File: src/design/pmmd_pkg.sv
// ----------------------------------------------------------------------------
// pmmd_pkg: shared types and constants for the mass-matrix deposit block
// Action codes, queued item layout, deposit target map and status bundle.
// ----------------------------------------------------------------------------
`timescale 1ns / 1ps

package pmmd_pkg;

  localparam int DEF_MAX_CELLS_X = 64;
  localparam int DEF_MAX_CELLS_Y = 64;
  localparam int DEF_ACC_WIDTH   = 48;

  localparam int COMPONENTS  = 9;
  localparam int ROW_LEN     = 3;
  localparam int TABLES      = 5;
  localparam int TARGETS     = 10;
  localparam int QUEUE_DEPTH = 4;
  localparam int OUT_WIDTH   = 48;

  // action codes
  localparam logic [1:0] ACT_CLEAR = 2'd0;
  localparam logic [1:0] ACT_GEOM  = 2'd1;
  localparam logic [1:0] ACT_ROW   = 2'd2;
  localparam logic [1:0] ACT_READ  = 2'd3;

  // configuration register indexes
  localparam logic [1:0] REG_CELLS_X = 2'd0;
  localparam logic [1:0] REG_CELLS_Y = 2'd1;
  localparam logic [1:0] REG_SCALE   = 2'd2;

  // reset values of the configuration registers
  localparam logic [6:0]  RST_CELLS_X = 7'd64;
  localparam logic [6:0]  RST_CELLS_Y = 7'd64;
  localparam logic [31:0] RST_SCALE   = 32'd65536;

  typedef struct packed {
    logic [1:0]         action;
    logic               sel_ok;   // read selector names a real table and component
    logic [5:0]         cell_x;
    logic [5:0]         cell_y;
    logic [5:0]         next_x;
    logic [5:0]         next_y;
    logic [15:0]        weight_x;
    logic [15:0]        weight_y;
    logic [15:0]        weight_next_x;
    logic [15:0]        weight_next_y;
    logic signed [15:0] alpha_first;
    logic signed [15:0] alpha_second;
    logic signed [15:0] alpha_third;
  } item_t;

  // one deposit target: table, cell choice and weight choice per factor
  typedef struct packed {
    logic [2:0] tab;
    logic       use_nx;
    logic       use_ny;
    logic       a_next;
    logic       b_next;
    logic       c_next;
    logic       d_next;
  } target_t;

  typedef struct packed {
    logic init_busy;
  } back_status_t;

  function automatic target_t target_info(input logic [3:0] idx);
    target_t t;
    case (idx)
      4'd0:    t = '{3'd0, 1'b0, 1'b0, 1'b0, 1'b0, 1'b0, 1'b0};
      4'd1:    t = '{3'd0, 1'b1, 1'b0, 1'b1, 1'b0, 1'b1, 1'b0};
      4'd2:    t = '{3'd0, 1'b0, 1'b1, 1'b0, 1'b1, 1'b0, 1'b1};
      4'd3:    t = '{3'd0, 1'b1, 1'b1, 1'b1, 1'b1, 1'b1, 1'b1};
      4'd4:    t = '{3'd1, 1'b0, 1'b0, 1'b0, 1'b0, 1'b1, 1'b0};
      4'd5:    t = '{3'd1, 1'b0, 1'b1, 1'b0, 1'b1, 1'b1, 1'b1};
      4'd6:    t = '{3'd2, 1'b0, 1'b0, 1'b0, 1'b0, 1'b0, 1'b1};
      4'd7:    t = '{3'd2, 1'b1, 1'b0, 1'b1, 1'b0, 1'b1, 1'b1};
      4'd8:    t = '{3'd3, 1'b0, 1'b0, 1'b0, 1'b0, 1'b1, 1'b1};
      4'd9:    t = '{3'd4, 1'b1, 1'b0, 1'b1, 1'b0, 1'b0, 1'b1};
      default: t = '{3'd0, 1'b0, 1'b0, 1'b0, 1'b0, 1'b0, 1'b0};
    endcase
    return t;
  endfunction

endpackage

File: src/design/pmmd_front.sv
// ----------------------------------------------------------------------------
// pmmd_front: input acceptance and classification
// Takes input transfers, flags valid read selectors and queues items.
// ----------------------------------------------------------------------------
`timescale 1ns / 1ps

module pmmd_front (
  input  logic                    clk,
  input  logic                    rst_n,
  input  logic                    in_valid,
  output logic                    in_ready,
  input  pmmd_pkg::item_t         in_item,
  input  pmmd_pkg::back_status_t  status,
  output logic                    q_valid,
  output pmmd_pkg::item_t         q_item,
  input  logic                    q_pop
);

  localparam int QD = pmmd_pkg::QUEUE_DEPTH;
  localparam int PW = $clog2(QD);
  localparam int CW = $clog2(QD + 1);

  pmmd_pkg::item_t    q_mem_r [QD];
  logic [PW-1:0]      wr_ptr_r, wr_ptr_nxt;
  logic [PW-1:0]      rd_ptr_r, rd_ptr_nxt;
  logic [CW-1:0]      count_r, count_nxt;
  logic               push;
  pmmd_pkg::item_t    cls_item;

  // classify: a read selector is good only for a real table and component
  always_comb begin
    cls_item = in_item;
    cls_item.sel_ok = (in_item.next_x < 6'(pmmd_pkg::TABLES)) &&
                      (in_item.next_y < 6'(pmmd_pkg::COMPONENTS));
  end

  assign in_ready = (count_r != CW'(QD)) && !status.init_busy;
  assign push     = in_valid && in_ready;
  assign q_valid  = (count_r != '0);
  assign q_item   = q_mem_r[rd_ptr_r];

  // pointers and fill level
  always_comb begin
    wr_ptr_nxt = push  ? wr_ptr_r + 1'b1 : wr_ptr_r;
    rd_ptr_nxt = q_pop ? rd_ptr_r + 1'b1 : rd_ptr_r;
    count_nxt  = count_r + CW'(push) - CW'(q_pop);
  end

  always_ff @(posedge clk) begin
    if (!rst_n) begin
      wr_ptr_r <= '0;
      rd_ptr_r <= '0;
      count_r  <= '0;
    end else begin
      wr_ptr_r <= wr_ptr_nxt;
      rd_ptr_r <= rd_ptr_nxt;
      count_r  <= count_nxt;
    end
  end

  // queue storage
  always_ff @(posedge clk) begin
    if (push) begin
      q_mem_r[wr_ptr_r] <= cls_item;
    end
  end

endmodule

File: config.mk
export PLATFORM = sky130hd
export DESIGN_NAME = pmmd_front
export DESIGN_NICKNAME = d
export VERILOG_FILES = /design/src/design/pmmd_pkg.sv /design/src/design/pmmd_front.sv
export SDC_FILE = /design/constraint.sdc
export NUM_CORES = 1
export LEC_CHECK = 0
export ABC_CLOCK_PERIOD_IN_PS = 11100
export BUFFER_PORTS_ARGS = -buffer_cell sky130_fd_sc_hd__buf_2
export CORE_ASPECT_RATIO = 1.75
export CORE_MARGIN = 1
export CORE_UTILIZATION = 57
export DETAILED_ROUTE_END_ITERATION = 16
export PLACE_DENSITY = 0.79
export SYNTH_ARGS = -nofsm -noshare
export SYNTH_HDL_FRONTEND = slang
export SYNTH_SLANG_ARGS = --single-unit
File: constraint.sdc
create_clock -name clk -period 11.1 [get_ports clk]
set_input_delay 0.555 -clock clk [delete_from_list [all_inputs] [get_ports clk]]
set_output_delay 0.555 -clock clk [all_outputs]
set_load 0.005 [all_outputs]
---- After elaboration in Yosys (flattened, before gate mapping) ----
Memories as Yosys holds them, arrays and structs flattened. A register that Yosys moved wholly into a read port is not among the register bits.
Cells that the tools add are included.
storage, ports and cells
  flip-flop bits (word level) ............. 7
  memory bits (writable) .................. 556
  bits of input ports ..................... 144
  output and inout port bits .............. 141
  logic and storage cells ................. 20
  memories kept ........................... 1
operators by class
  add/sub/neg operators ................... 4
  magnitude comparators ................... 2
  eq/ne operators ......................... 1
  multiplexer cells ....................... 4
  reduce and logical (&&, ||, !) cells .... 5
memory list
  name     words  width  read ports  clocked after memory_dff  wr ports  line              source
  q_mem_r  4      139    1           1                         1         pmmd_front.sv:23  pmmd_pkg::item_t q_mem_r [QD];
operators with widths
  kind                 count
  $lt 6x3->1 const B   1
  $lt 6x4->1 const B   1
  $add 2x1->2 const B  2
  $mux 2               2
  $add 3x1->3          1
  $logic_and 1x1->1    3
  $ne 3x3->1 const B   1
  $reduce_bool 3->1    1
  $sub 3x1->3          1
  $mux 1               2
  $logic_not 1->1      1

---- Longest topological paths before layout ----
Gate-level depths: netlist of run 1.
  depth after elaboration ................. 5
  gate-level depth with buffers ........... 11
  mapped depth without buffers ............ 11

---- Least setup slack after synthesis of run 1 ----
OpenSTA, ideal clock, no wires.
  kind .................................... input to register
  start point ............................. in status
  end point ............................... mem q_mem_r[0][0] in the netlist's numbering (enable)
  setup time .............................. 515 ps
  arrival time ............................ 4276 ps
  required time ........................... 10585 ps
  path slack .............................. 6309 ps
  cell stages on the path ................. 3
  path buffers ............................ 0
  cells stage by stage .................... nand2b_1 > a21oi_1 > and2_1
between the ends
  word-level cells in the longest chain between the ends .. 5
RTL lines
  item                          line              source
  from (decl)                   pmmd_front.sv:13  input pmmd_pkg::back_status_t status,
  $logic_not 1->1               pmmd_front.sv:37  assign in_ready = (count_r != CW'(QD)) && !status.init_busy;
  $logic_and 1x1->1             pmmd_front.sv:37
  $logic_and 1x1->1             pmmd_front.sv:38  assign push = in_valid && in_ready;
  $mux 1                        pmmd_front.sv:63  if (push) begin
  $mux 1 (not written as such)  pmmd_front.sv:64  q_mem_r[wr_ptr_r] <= cls_item;
  to (decl)                     pmmd_front.sv:23
Every way passes these cells.

==> results.md, run 1 <==
- Status: finished, final reports clean
- Placed cell count: 1,502
- Synthesized instance count: 779
- Initial antenna violation count: 15
- HP Class: input pin to register
- Post-CTS Hold Buffers: 0
- Clock power share: 35.9%
- Worst-skew pair later-pin latency: 0.55 ns
- Post-route DRC: 0
- Slew margin rel.: 22.5%
- H-Tree Depth: 2
- Share of power burned in registers: 55.4%
- Post-synthesis sequential area ratio: 82.1%
- Fin Setup TNS: 0 ns
- Combinational Power Share: 8.8%
- Initial drt markers: 486
- Die H: 253 µm
- Maximum VDD drop: 0.193 mV
- Clock tree buffer depth: 3
- Clock sink count: 565
- Worst endpoint required time: 10.55 ns
- Tcrit/Tclk final: 34.5%
- Post-route antenna net violation count: 0
- Switch Pwr: 0.000925 W
- Top-Level Pins: 285
- FF+latch count, synth: 565
- Post-Syn Area: 0.0206 mm²
- Final hold vios: 0
- Wire length per cell: 23.6 µm
- Hold WS: 0.211 ns
- Vias: 9,195
- Pleak: 7.91 nW
- Syn Nets: 930
- CTS tree: done
- GRT Residual Overflow: 0
- Synth unique cells: 25
- Number of CTS-inserted buffers: 47
- Setup violators final: 0
- Pint: 0.00355 W
- Root buf cell: clkbuf_16
- Endpoint class of the critical path: output port
- Min Clock Period, post-route: 3.83 ns
- Final net count: 1,237
- CP Data Arrival Time: 3.28 ns
- Post-DR vias/cell: 5.74
- RSZ-0062 raised after global routing: false
- GRT Util Overall: 20.8%
- Initial core utilization: 58.1%
- DIE AREA: 0.0369 mm²
- Dpl hpwl: 22,300 µm
- Max-slew violation count: 0
- # port buffers: 283
- Syn Area/Cell: 26.4 µm²
- Critical Path Start Type: register
- Final instance count without filler cells: 1,601
- Worst Skew: 0.00777 ns
- TritonRoute pass-1 iters: 5
- WS Path Type: register to output port
- RePlAce Congestion: 0.719
- Max-Cap Viols: 0
- Max FO, Critical Path: 50
- First-pass GRT wire length: 56,100 µm
- Sw Ratio: 20.7%
- FMAX: 261 MHz
- Share of cells above drive strength 1: 44.4%
- PostCTS Resize Cnt: 0
- Synth warnings: 0
- Standard-cell rows: 91
- Core area: 0.0354 mm²
- Pin count of the biggest net entering global routing: 75
- Layout area overhead: 16.3%
- Reg clk slew, reported paths: 0.06 ns
- Slew @ Worst Pin: 1.16 ns
- WL final: 37,800 µm
- Pwr/cell area: 187 mW/mm²
- Chip Width: 146 µm
- # Post-CTS Setup Buffers: 0
- Vias in the first global route: 9,707
## routing by layer
metal / global-route usage, % / vias up / part of all wire (%)
li1: - / 3987 / -
met1: 23.7 / 4798 / 35
met2: 37.0 / 317 / 55
met3: 4.34 / 89 / 5.5
met4: 11.2 / 4 / 4.5
met5: 0 / - / 0.082
## cell usage in the layout (no fill, tap or decap), types with 4 or more instances in the layout
cell	count
edfxtp_1	556
bufinv_16	4
and2_4	4
clkbuf_1	14
clkinv_1	8
diode_2	13
nand2_1	6
and2_1	5
buf_2	283
ha_1	6
clkinv_2	9
mux4_2	139
inv_1	5
dfxtp_1	7
buf_4	7
clkbuf_16	49
## final timing paths
check | start | depth (start not counted) | end | slack (ns)
worst max-delay path | register | 3 | q_item[131] | 7.27
worst min-delay path | in_item[23] | 1 | q_mem_r[0][23]$_DFFE_PP_ | 0.21
worst max register to register | count_r[1]$_SDFF_PN0_ | 4 | q_mem_r[1][89]$_DFFE_PP_ | 7.65
worst min register to register | wr_ptr_r[0]$_SDFFE_PN0P_ | 2 | wr_ptr_r[0]$_SDFFE_PN0P_ | 0.51
## power by group through the flow
| stage | clock (W) | combinational [W] | sequential [W] |
|---|---|---|---|
| after detailed placement | 0 | 0.000399 | 0.00253 |
| after global routing | 0.00170 | 0.000423 | 0.00249 |
| final | 0.00160 | 0.000392 | 0.00248 |
| after CTS | 0.00163 | 0.000402 | 0.00248 |
| after global placement | 0 | 0.000390 | 0.00252 |
| after floorplan | 0 | 0.000240 | 0.00251 |
## cells in the mapped netlist (all sizes together)
master,number,area [µm²]
nor2,1,3.75
xnor2,3,26.3
o21ai,1,5.00
or3,1,6.26
ha,6,75.1
dfxtp,9,180
fa,1,20.0
nor4,1,6.26
nor3,1,5.00
buf,30,240
mux4,139,3130
nor2b,1,6.26
and2,9,56.3
nand2,6,22.5
edfxtp,556,16700
o31a,1,8.76
inv,5,18.8
clkbuf,2,7.51
a21oi,2,10.0
xor2,1,8.76
nand2b,1,6.26
mux2i,2,20.0
## layout make-up
class / instances / area [µm²]
timing repair buffer: 290 / 1470
inverter: 5 / 18.8
antenna: 13 / 32.5
sequential: 565 / 16900
fill: 2212 / 11500
tap: 465 / 582
clock inverter: 21 / 195
multi-input combinational: 177 / 3430
clock buffer: 65 / 1310
## critical path, cell delays in order, from the launching register on
cell     delay [ns]
dfxtp_4        1.05
buf_4          0.86
mux4_2         0.63
buf_2          0.15
## state kept, by name, summed over array words and instances, names as in the netlist, named ones only
register and flops:
count_r 3, wr_ptr_r 2, q_mem_r 556, rd_ptr_r 2
## kinds of logic (layout without fill, tap and decap cells)
logic type      Yosys count  in the layout  share of synthesized area [%]
fa+ha+maj                 7              7                          0.463
xor+xnor                  4              4                          0.170
mux                     141            141                           15.3
other cells               0             13                              0
compound gates            4              4                          0.116
flops                   565            565                           82.1
simple gates             21             21                          0.548
buf+inv                  37            381                           1.30
## through the flow
step,instance area [µm²],utilization (%),setup WS (ns),total power (W)
3_3_place_gp,22400,63.2,7.32,0.00291
4_1_cts,23900,67.4,7.07,0.00451
5_1_grt,23900,67.5,6.93,0.00461
2_1_floorplan,20600,-,6.31,0.00275
3_5_place_dp,22400,63.2,7.33,0.00292
6_report,23900,67.5,7.27,0.00447
(Power assumes the default switching activity.)
==> run 2, diff against run 1 <==
Settings changed: ABC_CLOCK_PERIOD_IN_PS 11100 to 3900.
Clock period 11.1 ns to 3.9 ns, I/O delays scaled along.
==> results.md, run 2 (synthesis results as in run 1) <==
- Status: finished, final reports clean
- Worst-skew pair later-pin latency: 0.55 ns
- Tcrit/Tclk final: 71.4%
- Vias in the first global route: 10,455
- Post-route DRC: 0
- Slew @ Worst Pin: 0.879 ns
- Reg clk slew, reported paths: 0.06 ns
- Pin count of the biggest net entering global routing: 140
- Core area: 0.0354 mm²
- Post-layout instance area: 0.0255 mm²
- Crit path cell chain: nor2_1 -> a21oi_1 -> inv_1 -> ha_1 -> inv_1 -> ha_1 -> inv_1 -> fa_1 -> xnor2_1 -> xnor2_1 -> and2_1
- Dpl hpwl: 22,700 µm
- DR WL met2: 22,500 µm
- RePlAce Congestion: 0.740
- Max-slew violation count: 0
- CTS tree: done
- Pleak: 8.54 nW
- Initial antenna violation count: 8
- WS Path Type: register to register
- Worst endpoint required time: 4.33 ns
- Core Util, Final: 71.9%
- Most common cell after layout, fill and taps aside: edfxtp_1
- Wire length per cell: 23.4 µm
- Slowest cell on the critical path: a21oi_1
- Critical Path Start Type: register
- Clock tree buffer depth: 3
- H-Tree Depth: 2
- Max FO, Critical Path: 7
- Worst Skew: 0.0131 ns
- Post-route antenna net violation count: 0
- Number of CTS-inserted buffers: 47
- Most used cell, CP: inv_1
- Commonest non-fill, non-tap cells in the layout: edfxtp_1 (556), buf_2 (283), mux4_2 (139), dlygate4sd3_1 (139), clkbuf_16 (49)
- RSZ-0062 raised after global routing: false
- GRT Util Overall: 22.3%
- Pwr/cell area: 505 mW/mm²
- WL final: 40,700 µm
- TritonRoute pass-1 iters: 4
- CP Data Arrival Time: 3.22 ns
- Final net count: 1,384
- Highest Signal Layer: met5
- Die H: 253 µm
- Standard-cell rows: 91
- DIE AREA: 0.0369 mm²
- Regs by FF count: q_mem_r (556), count_r (3)
- Final hold vios: 0
- Maximum VDD drop: 0.513 mV
- Layout area overhead: 23.8%
- Setup violators final: 0
- Post-DR vias/cell: 5.62
- Slew margin rel.: 41.4%
- Worst path max stage delay: 0.57 ns
- Chip Width: 146 µm
- Max-Cap Viols: 0
- Max FFs per register: 556
- Initial core utilization: 58.1%
- M1 wire length: 14,300 µm
- Largest Register: q_mem_r
- Min Clock Period, post-route: 2.79 ns
- FMAX: 359 MHz
- Hold_sp: q_pop
- Share of cells above drive strength 1: 40.1%
- GRT Residual Overflow: 0
- Top-Level Pins: 285
- Endpoint class of the critical path: register
- FILL cells: 1,992
- DP Area: 0.0226 mm²
- First-pass GRT wire length: 60,500 µm
- # port buffers: 283
- Clock sink count: 565
- Fin Setup TNS: 0 ns
- HP Class: input pin to register
- Met3 routed WL: 2160 µm
- Root buf cell: clkbuf_16
- Critical R2R Launch: count_r[1]$_SDFF_PN0_
- CP startpoint: count_r[1]$_SDFF_PN0_
- Vias: 9,772
- Initial drt markers: 617
==> run 2: changes by cell type in the layout (fill, tap and decap cells not counted), moves of 2 or more <==
cell,delta
buf_12,+9
clkbuf_1,-3
clkinv_2,-2
clkinvlp_4,+3
diode_2,-6
dlygate4sd3_1,+139
==> run 2: report_power, final <==
| group | internal (W) | switching [W] |
|---|---|---|
| Sequential | 0.00693 | 0.0000977 |
| Combinational | 0.000676 | 0.000618 |
| Clock | 0.00253 | 0.00201 |
==> run 2: per-layer routing <==
layer,vias up,track usage (%)
met5,-,0
met4,2,11.0
met1,5058,26.1
met3,92,4.31
met2,347,39.7
li1,4273,-
==> run 2: path summary, 6_finish.rpt <==
check	endpoint	slack [ns]	cells past startpoint
max	count_r[2]$_SDFF_PN0_	1.11	11
min	register	0.05	3
max reg2reg	count_r[2]$_SDFF_PN0_	1.11	11
min reg2reg	wr_ptr_r[1]$_SDFFE_PN0P_	0.52	2
==> run 2: stage by stage <==
| step | hold WS (ns) | setup slack [ns] | power, W | instances |
|---|---|---|---|---|
| final | 0.0510 | 1.11 | 0.0129 | 1740 |
| after global routing | 0.0397 | 0.840 | 0.0133 | 1740 |
| after CTS | 0.00721 | 1.10 | 0.0130 | 1733 |
| after detailed placement | 0.411 | 1.19 | 0.00834 | 1510 |
| after global placement | 0.404 | 1.33 | 0.00829 | 1510 |
| after floorplan | 0.294 | 0.832 | 0.00780 | 779 |
==> run 2: cell type report <==
type                    instances  area [µm²]  area share [%]
flip-flops and latches        565       16900            66.3
multi-input cells             177        3430            13.5
repair buffers                437        3030            11.9
clock buffers                  61        1280            5.03
well taps                     465         582            2.29
clock inverters                23         208           0.816
inverters                       5        18.8          0.0737
diodes                          7        17.5          0.0688
==> run 2: worst max-delay path, delay by kind of cell, from the launching register on <==
family          cells  cell delay (ns)
flops               1             0.42
buf+inv             3             0.25
simple gates        2             0.28
xor+xnor            2             0.30
fa+ha+maj           3             0.84
compound gates      1             0.57
==> run 2: what timing repair did <==
action                                 CTS  global route
hold buffers                           139             0
setup buffers                            0             0
gates resized for setup                  0             0
endpoints found under the hold margin  560             0
==> run 3, diff against run 2 <==
Settings changed: ABC_CLOCK_PERIOD_IN_PS 3900 to 2600.
Clock period 3.9 ns to 2.6 ns, I/O delays scaled along.
==> results.md, run 3 (synthesis results as in run 1) <==
- Hold path cells: 5
- Max-slew violation count: 0
- WHS Endpoint: wr_ptr_r[0]$_SDFFE_PN0P_
- CP Data Arrival Time: 2.23 ns
- Largest Register: q_mem_r
- Core Util, Final: 72.4%
- Final net count: 1,396
- Worst-skew pair later-pin latency: 0.56 ns
- CTS tree: done
- Top-Level Pins: 285
- DIE AREA: 0.0369 mm²
- Clock tree buffer depth: 3
- Register Area: 0.0169 mm²
- Wire length per cell: 23.9 µm
- WS Path Type: register to output port
- Sw Ratio: 21.1%
- Reg clk slew, reported paths: 0.06 ns
- Endpoint class of the critical path: output port
- Pin count of the biggest net entering global routing: 66
- Pint: 0.0152 W
- Tcrit/Tclk final: 90.9%
- Min Clock Period, post-route: 2.36 ns
- Slew @ Worst Pin: 0.472 ns
- Core area: 0.0354 mm²
- Max FFs per register: 556
- Max FO, Critical Path: 26
- Pleak: 8.62 nW
- Worst Skew: 0.00888 ns
- Post-DR vias/cell: 5.65
- Status: finished, final reports clean
- H-Tree Depth: 2
- FILL cells: 1,980
- Power Total: 0.0193 W
- Hold_sp: in_valid
- GRT Residual Overflow: 0
- Chip Width: 146 µm
- Post-route antenna net violation count: 0
- FMAX: 423 MHz
- Switch Pwr: 0.00407 W
- Combinational Power Share: 10.5%
- Clock power share: 34.8%
- PostCTS Resize Cnt: 0
- Critical Path Start Type: register
- Initial drt markers: 590
- # port buffers: 283
- Die H: 253 µm
- Critical R2R Launch: count_r[1]$_SDFF_PN0_
- Number of CTS-inserted buffers: 48
- Vias: 9,866
- Vias in the first global route: 10,694
- # Post-CTS Setup Buffers: 0
- R2R depth: 11
- Share of power burned in registers: 54.7%
- RSZ-0062 raised after global routing: false
- Maximum VDD drop: 0.824 mV
- RePlAce Congestion: 0.743
- Setup violators final: 0
- Fin Setup TNS: 0 ns
- Multi-input logic area: 0.00343 mm²
- Worst endpoint required time: 2.47 ns
- Most common cell after layout, fill and taps aside: edfxtp_1
- GRT Util Overall: 23.3%
- Final hold vios: 0
- First-pass GRT wire length: 62,700 µm
- Regs by FF count: q_mem_r (556), count_r (3)
- Post-route DRC: 0
- WL final: 41,800 µm
- Minimum setup slack among reg-to-reg paths: 0.25 ns
- Pwr/cell area: 751 mW/mm²
- Dpl hpwl: 24,100 µm
- Clock sink count: 565
- Share of cells above drive strength 1: 40.5%
- Initial core utilization: 58.1%
- Placed cell count: 1,519
- Max-Cap Viols: 0
- RR Endpoint: count_r[2]$_SDFF_PN0_
- Final instance count without filler cells: 1,747
- HP Class: input pin to register
- Layout area overhead: 24.7%
- TritonRoute pass-1 iters: 7
- Commonest non-fill, non-tap cells in the layout: edfxtp_1 (556), buf_2 (283), dlygate4sd3_1 (141)
- Slew margin rel.: 68.5%
- Standard-cell rows: 91
- Initial antenna violation count: 6
- Root buf cell: clkbuf_16
## run 3: cell count changes in the layout (fill, tap and decap cells not counted), sizes merged
| cell | change |
|---|---|
| buf | +9 |
| clkbuf | -3 |
| diode | -3 |
| clkinv | +2 |
| dlygate4sd3 | +2 |
| clkinvlp | +1 |
| inv | -1 |
## run 3: timing repair
action,in CTS,in global routing
hold buffers,141,0
endpoints found under the hold margin,565,0
setup endpoints to repair,0,0
## run 3: metal layers
metal	track usage (%)	vias to the layer above	share of wire, %
li1	-	4286	-
met1	27.3	5066	35
met2	41.8	409	55
met3	4.09	101	5.6
met4	10.9	4	4.1
met5	0	-	0.055
## run 3: cell type report
class | count | area share [%]
clock buffers | 58 | 4.91
well taps | 465 | 2.27
diodes | 4 | 0.0390
inverters | 5 | 0.0732
clock inverters | 25 | 0.795
flip-flops and latches | 565 | 65.8
repair buffers | 448 | 12.7
multi-input cells | 177 | 13.4
## run 3: through the flow
stage          hold WS (ns)  area, µm²  worst slack [ns]
5_1_grt               0.135      25600             0.117
3_3_place_gp          0.338      22800             0.429
4_1_cts               0.102      25600             0.164
6_report              0.134      25600             0.235
2_1_floorplan         0.229      20600            -0.468
3_5_place_dp          0.346      22800             0.351
## run 3: critical path: stages, from the launching register on
cell and delay (ns):
dfxtp_4 0.64, buf_12 0.29, mux4_2 0.58, buf_2 0.15
## run 3: worst max-delay path by stage
| stage | startpoint | endpoint | slack [ns] |
|---|---|---|---|
| finish | register | q_item[73] | 0.24 |
| global route | register | q_item[83] | 0.12 |
| CTS | register | q_item[83] | 0.16 |
| detailed placement | count_r[1]$_SDFF_PN0_ | count_r[2]$_SDFF_PN0_ | 0.35 |
| global placement | count_r[1]$_SDFF_PN0_ | count_r[2]$_SDFF_PN0_ | 0.43 |
| floorplan | count_r[1]$_SDFF_PN0_ | q_mem_r[0][0]$_DFFE_PP_ | -0.47 |
## run 3: power by group through the flow
| stage | sequential, W | clock, W | combinational [W] |
|---|---|---|---|
| after floorplan | 0.0107 | 0 | 0.00103 |
| after global placement | 0.0107 | 0 | 0.00181 |
| after detailed placement | 0.0107 | 0 | 0.00185 |
| after CTS | 0.0105 | 0.00683 | 0.00205 |
| after global routing | 0.0106 | 0.00712 | 0.00217 |
| final | 0.0105 | 0.00671 | 0.00203 |
